## config.mk

```make
export PLATFORM = sky130hd
export DESIGN_NAME = sequenced_trace_ring_buffer
export DESIGN_NICKNAME = d
export VERILOG_FILES = /design/src/hw/rtl/strb_pkg.sv /design/src/hw/rtl/strb_ctrl.sv /design/src/hw/rtl/strb_datapath.sv /design/src/hw/rtl/sequenced_trace_ring_buffer.sv
export VERILOG_INCLUDE_DIRS = /design/src /design/src/hw/rtl
export SDC_FILE = /design/constraint.sdc
export NUM_CORES = 2
export LEC_CHECK = 0
export ABC_AREA = 1
export CAP_MARGIN = 20
export CORE_AREA = 2 2 515 389
export CTS_BUF_LIST = sky130_fd_sc_hd__clkbuf_16
export DETAILED_ROUTE_END_ITERATION = 7
export DIE_AREA = 0 0 517 391
export DONT_BUFFER_PORTS = 1
export GPL_ROUTABILITY_DRIVEN = 0
export PLACE_DENSITY = 0.7
export SLEW_MARGIN = 20
export SYNTH_ARGS = -nofsm -noshare
export SYNTH_HDL_FRONTEND = slang
export SYNTH_HIERARCHICAL = 1
export SYNTH_SLANG_ARGS = --single-unit
```

## constraint.sdc

```tcl
create_clock -name i_clk -period 10.53 [get_ports i_clk]
set_clock_uncertainty 0.05 [all_clocks]
set_input_delay 3.159 -clock i_clk [delete_from_list [all_inputs] [get_ports i_clk]]
set_output_delay 3.159 -clock i_clk [all_outputs]
set_load 0.01 [all_outputs]
```

## src/hw/rtl/sequenced_trace_ring_buffer_assert.svh

```systemverilog
// assertion macros for the trace ring buffer
`ifndef SEQUENCED_TRACE_RING_BUFFER_ASSERT_SVH
`define SEQUENCED_TRACE_RING_BUFFER_ASSERT_SVH

`ifndef SYNTHESIS
`define STRB_ASSERT(lbl, expr) \
    lbl: assert property (@(posedge i_clk) disable iff (!i_rst_n) (expr)) \
        else $error("strb check failed");
`define STRB_ASSERT_NEXT(lbl, ante, cons) \
    lbl: assert property (@(posedge i_clk) disable iff (!i_rst_n) (ante) |=> (cons)) \
        else $error("strb check failed");
`else
`define STRB_ASSERT(lbl, expr)
`define STRB_ASSERT_NEXT(lbl, ante, cons)
`endif

`endif

```

## src/hw/rtl/strb_pkg.sv

```systemverilog
package strb_pkg;

    localparam int SEQ_W       = 32;
    localparam int PAY_W       = 32;
    localparam int CNT_W       = 7;
    localparam int IN_TDATA_W  = 72;
    localparam int OUT_TDATA_W = 168;

    localparam logic OP_APPEND  = 1'b0;
    localparam logic OP_COLLECT = 1'b1;

    typedef enum logic [2:0] {
        ST_IDLE,
        ST_APPEND,
        ST_READ,
        ST_CHECK,
        ST_FLUSH,
        ST_EMPTY
    } t_state;

    typedef enum logic [1:0] {
        PUSH_NONE,
        PUSH_PEND,
        PUSH_PEND_LAST,
        PUSH_EMPTY
    } t_push;

    typedef struct packed {
        logic  append;
        logic  start;
        logic  take;
        logic  advance;
        t_push push;
    } t_cmd;

    typedef struct packed {
        logic cap_zero;
        logic collect_empty;
        logic match;
        logic scan_end;
        logic limit_hit;
        logic pend_valid;
        logic out_free;
    } t_stat;

endpackage

```

## src/hw/rtl/strb_ctrl.sv

```systemverilog
module strb_ctrl (
    input  logic            i_clk,
    input  logic            i_rst_n,
    input  logic            i_in_valid,
    input  logic            i_in_op,
    output logic            o_in_ready,
    input  strb_pkg::t_stat i_stat,
    output strb_pkg::t_cmd  o_cmd
);

    strb_pkg::t_state r_state;
    strb_pkg::t_state n_state;

    always_ff @(posedge i_clk) begin
        if (!i_rst_n) begin
            r_state <= strb_pkg::ST_IDLE;
        end else begin
            r_state <= n_state;
        end
    end

    always_comb begin
        n_state       = r_state;
        o_cmd.append  = 1'b0;
        o_cmd.start   = 1'b0;
        o_cmd.take    = 1'b0;
        o_cmd.advance = 1'b0;
        o_cmd.push    = strb_pkg::PUSH_NONE;
        o_in_ready    = (r_state == strb_pkg::ST_IDLE);
        case (r_state)
            strb_pkg::ST_IDLE: begin
                if (i_in_valid) begin
                    if (i_in_op == strb_pkg::OP_APPEND) begin
                        if (i_stat.cap_zero) begin
                            n_state = strb_pkg::ST_EMPTY;
                        end else begin
                            o_cmd.append = 1'b1;
                            n_state      = strb_pkg::ST_APPEND;
                        end
                    end else if (i_stat.collect_empty) begin
                        n_state = strb_pkg::ST_EMPTY;
                    end else begin
                        o_cmd.start = 1'b1;
                        n_state     = strb_pkg::ST_READ;
                    end
                end
            end
            strb_pkg::ST_APPEND: begin
                if (i_stat.out_free) begin
                    o_cmd.push = strb_pkg::PUSH_PEND_LAST;
                    n_state    = strb_pkg::ST_IDLE;
                end
            end
            strb_pkg::ST_READ: begin
                n_state = strb_pkg::ST_CHECK;
            end
            strb_pkg::ST_CHECK: begin
                if (i_stat.match) begin
                    if (!i_stat.pend_valid || i_stat.out_free) begin
                        if (i_stat.pend_valid) begin
                            o_cmd.push = strb_pkg::PUSH_PEND;
                        end
                        o_cmd.take = 1'b1;
                        if (i_stat.limit_hit || i_stat.scan_end) begin
                            n_state = strb_pkg::ST_FLUSH;
                        end else begin
                            o_cmd.advance = 1'b1;
                            n_state       = strb_pkg::ST_READ;
                        end
                    end
                end else if (i_stat.scan_end) begin
                    n_state = i_stat.pend_valid ? strb_pkg::ST_FLUSH : strb_pkg::ST_EMPTY;
                end else begin
                    o_cmd.advance = 1'b1;
                    n_state       = strb_pkg::ST_READ;
                end
            end
            strb_pkg::ST_FLUSH: begin
                if (i_stat.out_free) begin
                    o_cmd.push = strb_pkg::PUSH_PEND_LAST;
                    n_state    = strb_pkg::ST_IDLE;
                end
            end
            strb_pkg::ST_EMPTY: begin
                if (i_stat.out_free) begin
                    o_cmd.push = strb_pkg::PUSH_EMPTY;
                    n_state    = strb_pkg::ST_IDLE;
                end
            end
            default: begin
                n_state = strb_pkg::ST_IDLE;
            end
        endcase
    end

endmodule

```

## src/hw/rtl/strb_datapath.sv

```systemverilog
`include "sequenced_trace_ring_buffer_assert.svh"

module strb_datapath #(
    parameter int MAX_ENTRIES  = 64,
    parameter int PAYLOAD_BITS = 32
) (
    input  logic                                 i_clk,
    input  logic                                 i_rst_n,
    input  logic                                 i_cfg_we,
    input  logic [strb_pkg::CNT_W-1:0]           i_cfg_wdata,
    input  logic [strb_pkg::PAY_W-1:0]           i_payload,
    input  logic [strb_pkg::SEQ_W-1:0]           i_after_seq,
    input  logic [strb_pkg::CNT_W-1:0]           i_max_out,
    input  strb_pkg::t_cmd                       i_cmd,
    output strb_pkg::t_stat                      o_stat,
    input  logic                                 i_out_ready,
    output logic                                 o_out_valid,
    output logic [strb_pkg::OUT_TDATA_W-1:0]     o_out_data,
    output logic                                 o_out_last,
    output logic                                 o_out_user
);

    localparam int AW = (MAX_ENTRIES > 1) ? $clog2(MAX_ENTRIES) : 1;
    localparam int CW = strb_pkg::CNT_W;
    localparam int SW = strb_pkg::SEQ_W;
    localparam int PW = strb_pkg::PAY_W;
    localparam logic [CW-1:0] MAX_CNT = CW'(MAX_ENTRIES);

    logic [CW-1:0]           r_cap;
    logic [CW-1:0]           act_cap;
    logic [CW-1:0]           limit_in;
    logic [AW-1:0]           r_wp;
    logic [AW-1:0]           wp_inc;
    logic [AW-1:0]           r_slot;
    logic [AW-1:0]           slot_inc;
    logic [AW-1:0]           oldest_slot;
    logic [CW-1:0]           r_count;
    logic [CW-1:0]           r_i;
    logic [CW-1:0]           r_n;
    logic [CW-1:0]           r_limit;
    logic [SW-1:0]           r_next;
    logic [SW-1:0]           r_lost;
    logic [SW-1:0]           r_scan_seq;
    logic [SW-1:0]           r_after;
    logic [SW-1:0]           r_pend_seq;
    logic [SW-1:0]           oldest_seq;
    logic [SW-1:0]           newest_seq;
    logic [PAYLOAD_BITS-1:0] r_mem [MAX_ENTRIES];
    logic [PAYLOAD_BITS-1:0] r_mem_q;
    logic [PAYLOAD_BITS-1:0] r_pend_pay;
    logic                    r_pend_valid;
    logic                    r_out_valid;
    logic                    r_out_last;
    logic                    r_out_user;
    logic [strb_pkg::OUT_TDATA_W-1:0] r_out_data;
    logic [SW-1:0]           sel_seq;
    logic [PW-1:0]           sel_pay;
    logic                    sel_user;
    logic                    sel_last;
    logic                    out_free;

    assign act_cap     = (r_cap > MAX_CNT) ? MAX_CNT : r_cap;
    assign limit_in    = (i_max_out > MAX_CNT) ? MAX_CNT : i_max_out;
    assign wp_inc      = ((CW'(r_wp) + CW'(1)) == act_cap) ? '0 : r_wp + AW'(1);
    assign slot_inc    = ((CW'(r_slot) + CW'(1)) == act_cap) ? '0 : r_slot + AW'(1);
    assign oldest_slot = (r_count < act_cap) ? '0 : r_wp;
    assign oldest_seq  = (r_count == '0) ? '0 : r_next - SW'(r_count);
    assign newest_seq  = (r_count == '0) ? '0 : r_next - SW'(1);
    assign out_free    = !r_out_valid || i_out_ready;

    assign o_stat.cap_zero      = (act_cap == '0);
    assign o_stat.collect_empty = (act_cap == '0) || (r_count == '0) || (limit_in == '0);
    assign o_stat.match         = (r_scan_seq > r_after);
    assign o_stat.scan_end      = ((r_i + CW'(1)) == r_count);
    assign o_stat.limit_hit     = ((r_n + CW'(1)) == r_limit);
    assign o_stat.pend_valid    = r_pend_valid;
    assign o_stat.out_free      = out_free;

    always_comb begin
        sel_seq  = r_pend_seq;
        sel_pay  = PW'(r_pend_pay);
        sel_user = 1'b1;
        sel_last = 1'b0;
        case (i_cmd.push)
            strb_pkg::PUSH_PEND: begin
                sel_last = 1'b0;
            end
            strb_pkg::PUSH_PEND_LAST: begin
                sel_last = 1'b1;
            end
            strb_pkg::PUSH_EMPTY: begin
                sel_seq  = '0;
                sel_pay  = '0;
                sel_user = 1'b0;
                sel_last = 1'b1;
            end
            default: begin
                sel_last = 1'b0;
            end
        endcase
    end

    always_ff @(posedge i_clk) begin
        if (!i_rst_n) begin
            r_cap        <= CW'(64);
            r_wp         <= '0;
            r_count      <= '0;
            r_lost       <= '0;
            r_next       <= SW'(1);
            r_pend_valid <= 1'b0;
            r_n          <= '0;
            r_limit      <= '0;
            r_out_valid  <= 1'b0;
        end else begin
            if (i_cfg_we) begin
                r_cap   <= i_cfg_wdata;
                r_wp    <= '0;
                r_count <= '0;
                r_lost  <= '0;
                r_next  <= SW'(1);
            end else if (i_cmd.append) begin
                r_next <= r_next + SW'(1);
                r_wp   <= wp_inc;
                if (r_count < act_cap) begin
                    r_count <= r_count + CW'(1);
                end else begin
                    r_lost <= r_lost + SW'(1);
                end
            end
            if (i_cmd.start) begin
                r_pend_valid <= 1'b0;
                r_n          <= '0;
                r_limit      <= limit_in;
            end
            if (i_cmd.take) begin
                r_pend_valid <= 1'b1;
                r_n          <= r_n + CW'(1);
            end
            if (i_cmd.push != strb_pkg::PUSH_NONE) begin
                r_out_valid <= 1'b1;
            end else if (i_out_ready) begin
                r_out_valid <= 1'b0;
            end
        end
    end

    always_ff @(posedge i_clk) begin
        if (i_cmd.start) begin
            r_slot     <= oldest_slot;
            r_i        <= '0;
            r_scan_seq <= oldest_seq;
            r_after    <= i_after_seq;
        end
        if (i_cmd.advance) begin
            r_slot     <= slot_inc;
            r_i        <= r_i + CW'(1);
            r_scan_seq <= r_scan_seq + SW'(1);
        end
        if (i_cmd.append) begin
            r_pend_seq <= r_next;
            r_pend_pay <= i_payload[PAYLOAD_BITS-1:0];
        end
        if (i_cmd.take) begin
            r_pend_seq <= r_scan_seq;
            r_pend_pay <= r_mem_q;
        end
        if (i_cmd.push != strb_pkg::PUSH_NONE) begin
            r_out_data <= {1'b0, r_lost, r_count, newest_seq, oldest_seq, sel_pay, sel_seq};
            r_out_last <= sel_last;
            r_out_user <= sel_user;
        end
    end

    always_ff @(posedge i_clk) begin
        if (i_cmd.append) begin
            r_mem[r_wp] <= i_payload[PAYLOAD_BITS-1:0];
        end
        r_mem_q <= r_mem[r_slot];
    end

    assign o_out_valid = r_out_valid;
    assign o_out_data  = r_out_data;
    assign o_out_last  = r_out_last;
    assign o_out_user  = r_out_user;

    `STRB_ASSERT(a_count_within_cap, r_count <= act_cap)
    `STRB_ASSERT(a_push_needs_room, (i_cmd.push == strb_pkg::PUSH_NONE) || out_free)
    `STRB_ASSERT(a_taken_within_limit, r_n <= r_limit)
    `STRB_ASSERT_NEXT(a_append_steps_seq, i_cmd.append && !i_cfg_we, r_next == $past(r_next) + SW'(1))

endmodule

```

## src/hw/rtl/sequenced_trace_ring_buffer.sv

```systemverilog
// Trace ring buffer with 32-bit sequence numbers. An append (tuser 0) stores the payload in
// the next ring slot, numbered from 1 and wrapping; once the ring holds ring_capacity entries
// the oldest is overwritten and the overwrite count rises. A collect (tuser 1) walks the ring
// from oldest to newest and returns every entry whose sequence exceeds after_seq, up to
// max_out, with tlast on the final one; when nothing qualifies one result with tuser 0 comes
// back. Every result carries the ring status (oldest and newest sequence, entry count,
// overwrite count). Writing ring_capacity clears the ring; 0 disables it. An append's result
// passes through the pending register to the output register. A collect scans each entry
// with a registered read of the sample memory followed by the compare. A new transfer is
// accepted once the previous item is finished while its last result may still wait in the
// output register.
module sequenced_trace_ring_buffer #(
    parameter int MAX_ENTRIES  = 64,
    parameter int PAYLOAD_BITS = 32
) (
    input  logic                                i_clk,
    input  logic                                i_rst_n,
    input  logic                                i_cfg_we,
    input  logic [strb_pkg::CNT_W-1:0]          i_cfg_wdata,
    input  logic                                s_axis_tvalid,
    output logic                                s_axis_tready,
    // payload[31:0], after_seq[63:32], max_out[70:64], zero[71]
    input  logic [strb_pkg::IN_TDATA_W-1:0]     s_axis_tdata,
    // operation[0]
    input  logic                                s_axis_tuser,
    output logic                                m_axis_tvalid,
    input  logic                                m_axis_tready,
    // result_seq[31:0], result_payload[63:32], oldest_seq[95:64], newest_seq[127:96],
    // entry_count[134:128], overwrite_count[166:135], zero[167]
    output logic [strb_pkg::OUT_TDATA_W-1:0]    m_axis_tdata,
    // result_valid[0]
    output logic                                m_axis_tuser,
    output logic                                m_axis_tlast
);

    strb_pkg::t_cmd  cmd;
    strb_pkg::t_stat stat;

    strb_ctrl u_ctrl (
        .i_clk      (i_clk),
        .i_rst_n    (i_rst_n),
        .i_in_valid (s_axis_tvalid),
        .i_in_op    (s_axis_tuser),
        .o_in_ready (s_axis_tready),
        .i_stat     (stat),
        .o_cmd      (cmd)
    );

    strb_datapath #(
        .MAX_ENTRIES  (MAX_ENTRIES),
        .PAYLOAD_BITS (PAYLOAD_BITS)
    ) u_datapath (
        .i_clk       (i_clk),
        .i_rst_n     (i_rst_n),
        .i_cfg_we    (i_cfg_we),
        .i_cfg_wdata (i_cfg_wdata),
        .i_payload   (s_axis_tdata[31:0]),
        .i_after_seq (s_axis_tdata[63:32]),
        .i_max_out   (s_axis_tdata[70:64]),
        .i_cmd       (cmd),
        .o_stat      (stat),
        .i_out_ready (m_axis_tready),
        .o_out_valid (m_axis_tvalid),
        .o_out_data  (m_axis_tdata),
        .o_out_last  (m_axis_tlast),
        .o_out_user  (m_axis_tuser)
    );

endmodule
```

Yosys cells after proc, flatten, opt, wreduce, memory -nomap -nowiden
Memories as Yosys holds them, arrays and structs flattened. A register that Yosys moved wholly into a read port is not among the register bits.
Cells that the tools add are included.
{"block": "totals", "reg_bits": 413, "ramBits": 2048, "in_bits": 85, "elab_cells": 130, "memories": 1}
{"block": "classes", "add_sub_neg": 12, "n_lt_le_gt_ge": 4, "n_eq_ne": 14, "n_mux": 53, "n_bitwise": 2, "n_reduce_logical": 23}
{"memory": "u_datapath.r_mem", "words": 64, "word_bits": 32, "read_ports": 1, "rd_clocked_by_memory_dff": 1, "write_ports": 1, "line": "strb_datapath.sv:48", "source": "logic [PAYLOAD_BITS-1:0] r_mem [MAX_ENTRIES];"}
{"op": "2-to-1 mux 32 bit", "count": 7}
{"op": "adder 32 x 1 -> 32 bit, second input constant", "count": 3}
{"op": "2-to-1 mux 7 bit", "count": 5}
{"op": "greater-than comparator 32 bit", "count": 1}
{"op": "subtractor 32 x 1 -> 32 bit, second input constant", "count": 1}
{"op": "subtractor 32 x 7 -> 32 bit", "count": 1}
{"op": "2-to-1 mux 6 bit", "count": 5}
{"op": "equality test 7 bit", "count": 4}
{"op": "2-to-1 mux 3 bit", "count": 9}
{"op": "adder 7 x 1 -> 7 bit, second input constant", "count": 3}
{"op": "logical NOT 7 bit", "count": 3}
{"op": "2-to-1 mux 1 bit", "count": 18}
{"op": "adder 6 x 1 -> 7 bit, second input constant", "count": 2}
{"op": "greater-than comparator 7 bit, second input constant", "count": 2}
{"op": "adder 6 x 1 -> 6 bit, second input constant", "count": 2}
{"op": "2-to-1 mux 2 bit", "count": 6}
{"op": "one-hot mux 3 bit (4 select lines)", "count": 1}
{"op": "nonzero test 2 bit", "count": 5}
{"op": "less-than comparator 7 bit", "count": 1}
{"op": "equality test 3 x 2 -> 1 bit, second input constant", "count": 2}
{"op": "equality test 3 bit, second input constant", "count": 2}
{"op": "one-hot mux 2 bit (3 select lines)", "count": 1}
{"op": "OR reduction 2 bit", "count": 3}
{"op": "logical OR 1 bit", "count": 5}
{"op": "12 further kinds", "count": 16}

Logic depth before layout (Yosys ltp)
{"block": "depth", "ltp_word": 11, "depth_mapped": 19, "depth_no_buf": 18}

Cells and area by module
Netlist, hierarchy kept.
{"module": "strb_datapath", "n_inst": 1, "cells_each": 9135, "area_per_inst_um2": 103499.3, "seq_area_each_um2": 73450.4}
{"module": "strb_ctrl", "n_inst": 1, "cells_each": 64, "area_per_inst_um2": 346.6, "seq_area_each_um2": 60.1}

Worst setup path after synthesis
Ideal clock, no wire load.
{"block": "synth_path", "path_kind": "input-to-reg", "from": "input port s_axis_tdata[66] in the netlist's numbering", "to": "register u_datapath.r_i[0] (enable)", "arrival_ps": 8351, "path_slack_ps": 1726, "path_stages": 9, "cell_sequence": "nor2_1 > nand2_1 > nor3_1 > a211o_1 > inv_1 > nand2_1 > nor3_1 > clkinv_1 > nand2_1"}
{"item": "from (decl)", "line": "sequenced_trace_ring_buffer.sv:23", "source": "input logic [strb_pkg::IN_TDATA_W-1:0] s_axis_tdata,"}
{"item": "to (signal assigned)", "line": "strb_datapath.sv:156", "source": "r_i <= r_i + CW'(1);"}
{"item": "to (decl)", "line": "strb_datapath.sv:38", "source": "logic [CW-1:0] r_i;"}

Worst setup path after layout
{"block": "layout_path", "from": "input port s_axis_tuser", "to": "memory u_datapath.r_mem[43][1] (enable)"}
{"block": "layout_between", "elab_chain_len": 5}
{"item": "from (decl)", "line": "sequenced_trace_ring_buffer.sv:25", "source": "input logic s_axis_tuser,"}
{"item": "2-to-1 mux 1 bit", "line": "strb_ctrl.sv:33", "source": "if (i_in_op == strb_pkg::OP_APPEND) begin"}
{"item": "2-to-1 mux 2 bit", "line": "strb_ctrl.sv:32", "source": "if (i_in_valid) begin"}
{"item": "2-to-1 mux 2 bit", "line": "strb_ctrl.sv:30", "source": "case (r_state)"}
{"item": "2-to-1 mux 1 bit", "line": "strb_datapath.sv:175", "source": "if (i_cmd.append) begin"}
{"item": "2-to-1 mux 1 bit (not written as such)", "line": "strb_datapath.sv:176", "source": "r_mem[r_wp] <= i_payload[PAYLOAD_BITS-1:0];"}
{"item": "to (decl)", "line": "strb_datapath.sv:48"}
No other way between the ends.

==> results by stage <==
Place:
- The number of buffer cells added on primary ports is 0.
- Detailed placement finished with a half-perimeter wire length of 157000 µm.
- The minimum setup slack after placement is 3950 ps.

Die:
- The effective utilization at floorplan is 0.525.
- The width of the chip is 517 µm.
- between 200 and 300 I/O pins were placed.
- The total die area is around 200000 µm².
- The area of the core region is 198000 µm².
- The number of cell rows is ~140.
- The die span in y is 391 µm.

Pwr:
- The share of total power consumed by net switching is 0.208.
- Of the total power, the clock network draws 0.406.
- The total internal power is 0.0156 W.
- For this design the ratio of total power to cell area is 173 nW/µm².
- The net switching power of the design is 0.00408 W.
- The share of total power dissipated in sequential elements is 0.574.
- The leakage power total is 40.3 nW.
- VDD sags by at most 0.000157 V.
- The share of total power dissipated in combinational logic is 0.020.

Yosys:
- The synthesized netlist net count is 9340.
- Synthesis inferred 2493 register bits.
- The basic-gate share of the synthesized area counting and, or, nand and nor cells is 0.223.
- The number of flops mapped to enable cells by yosys is about 2400.
- The synthesized netlist occupies a cell area of roughly 100000 µm².
- Of the total synthesized cell area, the portion taken by XOR and XNOR cells is 0.00531.
- Yosys printed 6 warnings.
- Of the synthesized area, sequential elements account for 0.708.
- The number of different library cells used by synthesis comes to 53.
- In the synthesized netlist, the number of instances is between 9000 and 10000.
- After synthesis, the share of flip-flops with an asynchronous set or reset is 0.
- After synthesis, the mean cell area works out to 11.3 µm².
- Measured against the total synthesized area, the mux share comes to 0.
- The post-synthesis adder-cell area fraction is 0.00682.
- The top flip-flop cell by instance count after synthesis is sky130_fd_sc_hd__edfxtp_1.
- The share of the synthesized area in compound gates (AO/OA/AOI/OAI) is 0.0185.
- The dominant combinational cell family by area after synthesis is simple AND/OR/NAND/NOR gates.

Run status:
- The run finished, with violations left.
- The final reports fail on design-rule violations.

Clocking:
- Clock-pin slew was measured on the worst setup and hold paths at 60 ps.
- The maximum level of the CTS H-tree is 4.
- The post-cts sizing count is 0.
- The maximum clock insertion buffer count is 4.
- The number of buffers added by the clock tree synthesis step is 232.
- TritonCTS built the clock tree.
- The hold buffer count at cts is 0.
- The clock latency reported for the late side of the worst-skew pair is 880 ps.
- The number of setup buffers added after CTS is 0.
- The clock drives roughly 2500 sinks.
- Clock tree synthesis selected as its root buffer the cell sky130_fd_sc_hd__clkbuf_16.

STA:
- The count of pins over their slew limit came to 0.
- The final sum of negative setup slack is 0 ps.
- The worst path needs 5750 ps of the cycle, external delays included.
- The final-report hold violation count is 0.
- Setup repair after global routing left no endpoint under its margin.
- Headroom to the max-slew limit came out at 0.208.
- The fmax is ~0.17 GHz.
- Once routing completed, OpenROAD measured the worst setup slack at between 4000 and 5000 ps.
- The final worst-path cycle share is 0.546.
- The transition time at the pin with the least slew margin is roughly 1200 ps.
- The final setup violation count is 0.

Final layout:
- In the final layout, flip-flops and latches occupy 73500 µm².
- Compared with the post-synthesis result, the final layout area differs by 9.12%.
- Fill cells in the final layout number 15820.
- The layout net count is just over 9000.
- Of the cells placed in the final design, the portion with a size suffix greater than 1 is 0.0643.
- In the final layout, the multi-input gates occupy approximately 27000 µm².

Route:
- The count of antenna-violating nets left after detailed routing is 0.
- After detailed routing, the number of remaining DRC violations is 19.
- The DRC marker count from the first detailed-route iteration is 10075.
- After detailed routing, the average wire length per cell comes to 24.1 µm.
- The vias after detailed routing is 70799.
- After detailed routing, the total wire length is roughly 290000 µm.
- After detailed routing, the number of vias per cell comes to slightly below 6.
- The iteration count of the initial detailed-routing pass is 8.

Run:
- The count of max-cap constraint violations is 0.

Global routing:
- The total global routing track utilization is 0.277.
- The number of global-route vias before repair is 65031.
- The pin count of the biggest net entering global routing is between 200 and 250.
- The met3 layer usage reported by global route is 0.0590.
- The number of antenna violations at the first check in global routing was 9.
- After global routing the overflow that remains totals 0.
- The global-route layer with the greatest usage is met2.
- The global-route wire length before repair is 418000 µm.
- In the global route stage, met2 resource usage came out at 0.412.
- The met1 layer usage reported by global route is 0.404.

Worst setup path:
- STA puts the critical path data required time at 10990 ps.
- The signal arrival time at the worst endpoint is 6210 ps.
- The startpoint kind of the worst setup timing path is an input port.
- The startpoint-to-endpoint class of the critical path is input port to flop.
- Along the worst path, the maximum fanout reaches 35.
- STA classifies the critical path endpoint as a flop.

Min path:
- The path category of the worst min-delay check is flop to flop.
synth_stat cells, types with 61 or more instances:
| cell | count | share of area |
|---|---|---|
| sky130_fd_sc_hd__dfxtp_1 | 135 | 0.026 |
| sky130_fd_sc_hd__nor3_1 | 64 | 0.0031 |
| sky130_fd_sc_hd__nand3_1 | 2023 | 0.097 |
| sky130_fd_sc_hd__nand2_1 | 2745 | 0.099 |
| sky130_fd_sc_hd__nor2_1 | 358 | 0.013 |
| sky130_fd_sc_hd__edfxtp_1 | 2358 | 0.68 |
| sky130_fd_sc_hd__buf_4 | 61 | 0.0044 |
| sky130_fd_sc_hd__o21ai_0 | 147 | 0.0071 |
| sky130_fd_sc_hd__buf_2 | 285 | 0.014 |
| sky130_fd_sc_hd__a21oi_1 | 173 | 0.0083 |
| sky130_fd_sc_hd__clkbuf_1 | 120 | 0.0043 |
| sky130_fd_sc_hd__inv_1 | 335 | 0.012 |
logic make-up after synthesis:
family                   Yosys count
buffers and inverters            882
XOR/XNOR                          63
AND/OR/NAND/NOR                 5335
other                              1
flip-flops                      2493
AO/OA/AOI/OAI                    369
adder cells (fa/ha/maj)           56
sequential cells by signal (all words and copies together), names as in the netlist, 6 cells and up:
signal / flops
u_datapath/r_cap: 7
u_datapath/r_slot: 6
u_datapath/o_out_data: 167
u_datapath/r_lost: 32
u_datapath/r_pend_seq: 32
u_datapath/r_wp: 6
u_datapath/r_limit: 7
u_datapath/r_i: 7
u_datapath/r_scan_seq: 32
u_datapath/r_mem: 2048
u_datapath/r_count: 7
u_datapath/r_n: 7
u_datapath/r_next: 32
u_datapath/r_after: 32
u_datapath/r_pend_pay: 32
u_datapath/r_mem_q: 32
cell usage in the layout (no fill, tap or decap), types with 6 or more instances in the layout:
cell / Yosys / final
sky130_fd_sc_hd__nand2_1: 2745 / 2742
sky130_fd_sc_hd__edfxtp_1: 2358 / 2358
sky130_fd_sc_hd__nand3_1: 2023 / 2023
sky130_fd_sc_hd__inv_1: 335 / 392
sky130_fd_sc_hd__nor2_1: 358 / 294
sky130_fd_sc_hd__clkbuf_16: 0 / 236
sky130_fd_sc_hd__a21oi_1: 173 / 173
sky130_fd_sc_hd__o21ai_0: 147 / 147
sky130_fd_sc_hd__dfxtp_1: 135 / 135
sky130_fd_sc_hd__buf_4: 61 / 116
sky130_fd_sc_hd__nor2_4: 4 / 69
sky130_fd_sc_hd__nor3_1: 64 / 62
sky130_fd_sc_hd__ha_1: 55 / 55
sky130_fd_sc_hd__clkinv_2: 1 / 47
sky130_fd_sc_hd__xor2_1: 47 / 47
sky130_fd_sc_hd__nand4_1: 47 / 47
sky130_fd_sc_hd__clkinv_1: 6 / 45
sky130_fd_sc_hd__and2_1: 21 / 21
sky130_fd_sc_hd__nor2_2: 20 / 19
sky130_fd_sc_hd__inv_2: 16 / 17
sky130_fd_sc_hd__o21ai_1: 17 / 17
sky130_fd_sc_hd__xnor2_1: 16 / 16
sky130_fd_sc_hd__bufinv_16: 0 / 15
sky130_fd_sc_hd__buf_12: 0 / 11
sky130_fd_sc_hd__nor3_2: 8 / 10
sky130_fd_sc_hd__clkinvlp_4: 0 / 9
sky130_fd_sc_hd__nand3b_1: 9 / 9
sky130_fd_sc_hd__o21bai_1: 9 / 9
sky130_fd_sc_hd__nand2_2: 7 / 7
sky130_fd_sc_hd__a211oi_1: 6 / 6
cell type report:
cell class	count	area share
flip-flops and latches	2493	0.649
multi-input cells	5824	0.237
clock buffers	236	0.0521
well taps	2664	0.0294
inverters	359	0.0122
clock inverters	178	0.0107
repair buffers	127	0.00963
diodes	1	0.0000221
metal layers:
metal,wire [µm],up-vias
met5,47,-
met1,115000,34152
met3,34000,576
li1,-,31804
met2,126000,4261
met4,10500,6
worst max-delay path, cell delays in order:
cell and delay (ps):
sky130_fd_sc_hd__nor4_2 390, sky130_fd_sc_hd__buf_4 470, sky130_fd_sc_hd__nand4_1 830, sky130_fd_sc_hd__nor2_4 820, sky130_fd_sc_hd__buf_4 520
worst paths after layout:
path / startpoint / endpoint / slack (ps) / cells past startpoint
setup / recovery: s_axis_tuser / u_datapath/r_mem[43][1]$_DFFE_PP_ / 4780 / 5
hold / removal: u_datapath/r_cap[3]$_SDFFE_PN0P_ / u_datapath/r_cap[3]$_SDFFE_PN0P_ / 410 / 2
setup reg to reg: u_datapath/r_slot[0]$_DFFE_PP_ / u_datapath/r_mem_q[29]$_DFF_P_ / 5890 / 11
hold reg to reg: u_datapath/r_cap[3]$_SDFFE_PN0P_ / u_datapath/r_cap[3]$_SDFFE_PN0P_ / 410 / 2
power groups by stage:
stage,sequential [W],combinational (W),clock (W)
after floorplan,0.0115,0.000268,0
after global placement,0.0115,0.000382,0
after detailed placement,0.0115,0.000392,0
after CTS,0.0113,0.000394,0.00807
after global routing,0.0113,0.000437,0.00844
final,0.0113,0.000397,0.00799
stage by stage:
stage,instance area (µm²),std cells,utilization,hold WS [ps],power [W]
6_report,113000,11882,0.573,414,0.0197
2_1_floorplan,104000,9199,-,380,0.0117
5_1_grt,113000,11881,0.573,427,0.0202
3_5_place_dp,106000,11467,0.537,406,0.0119
3_3_place_gp,106000,11467,0.537,400,0.0119
4_1_cts,113000,11881,0.572,418,0.0197
(Power assumes the default switching activity.)
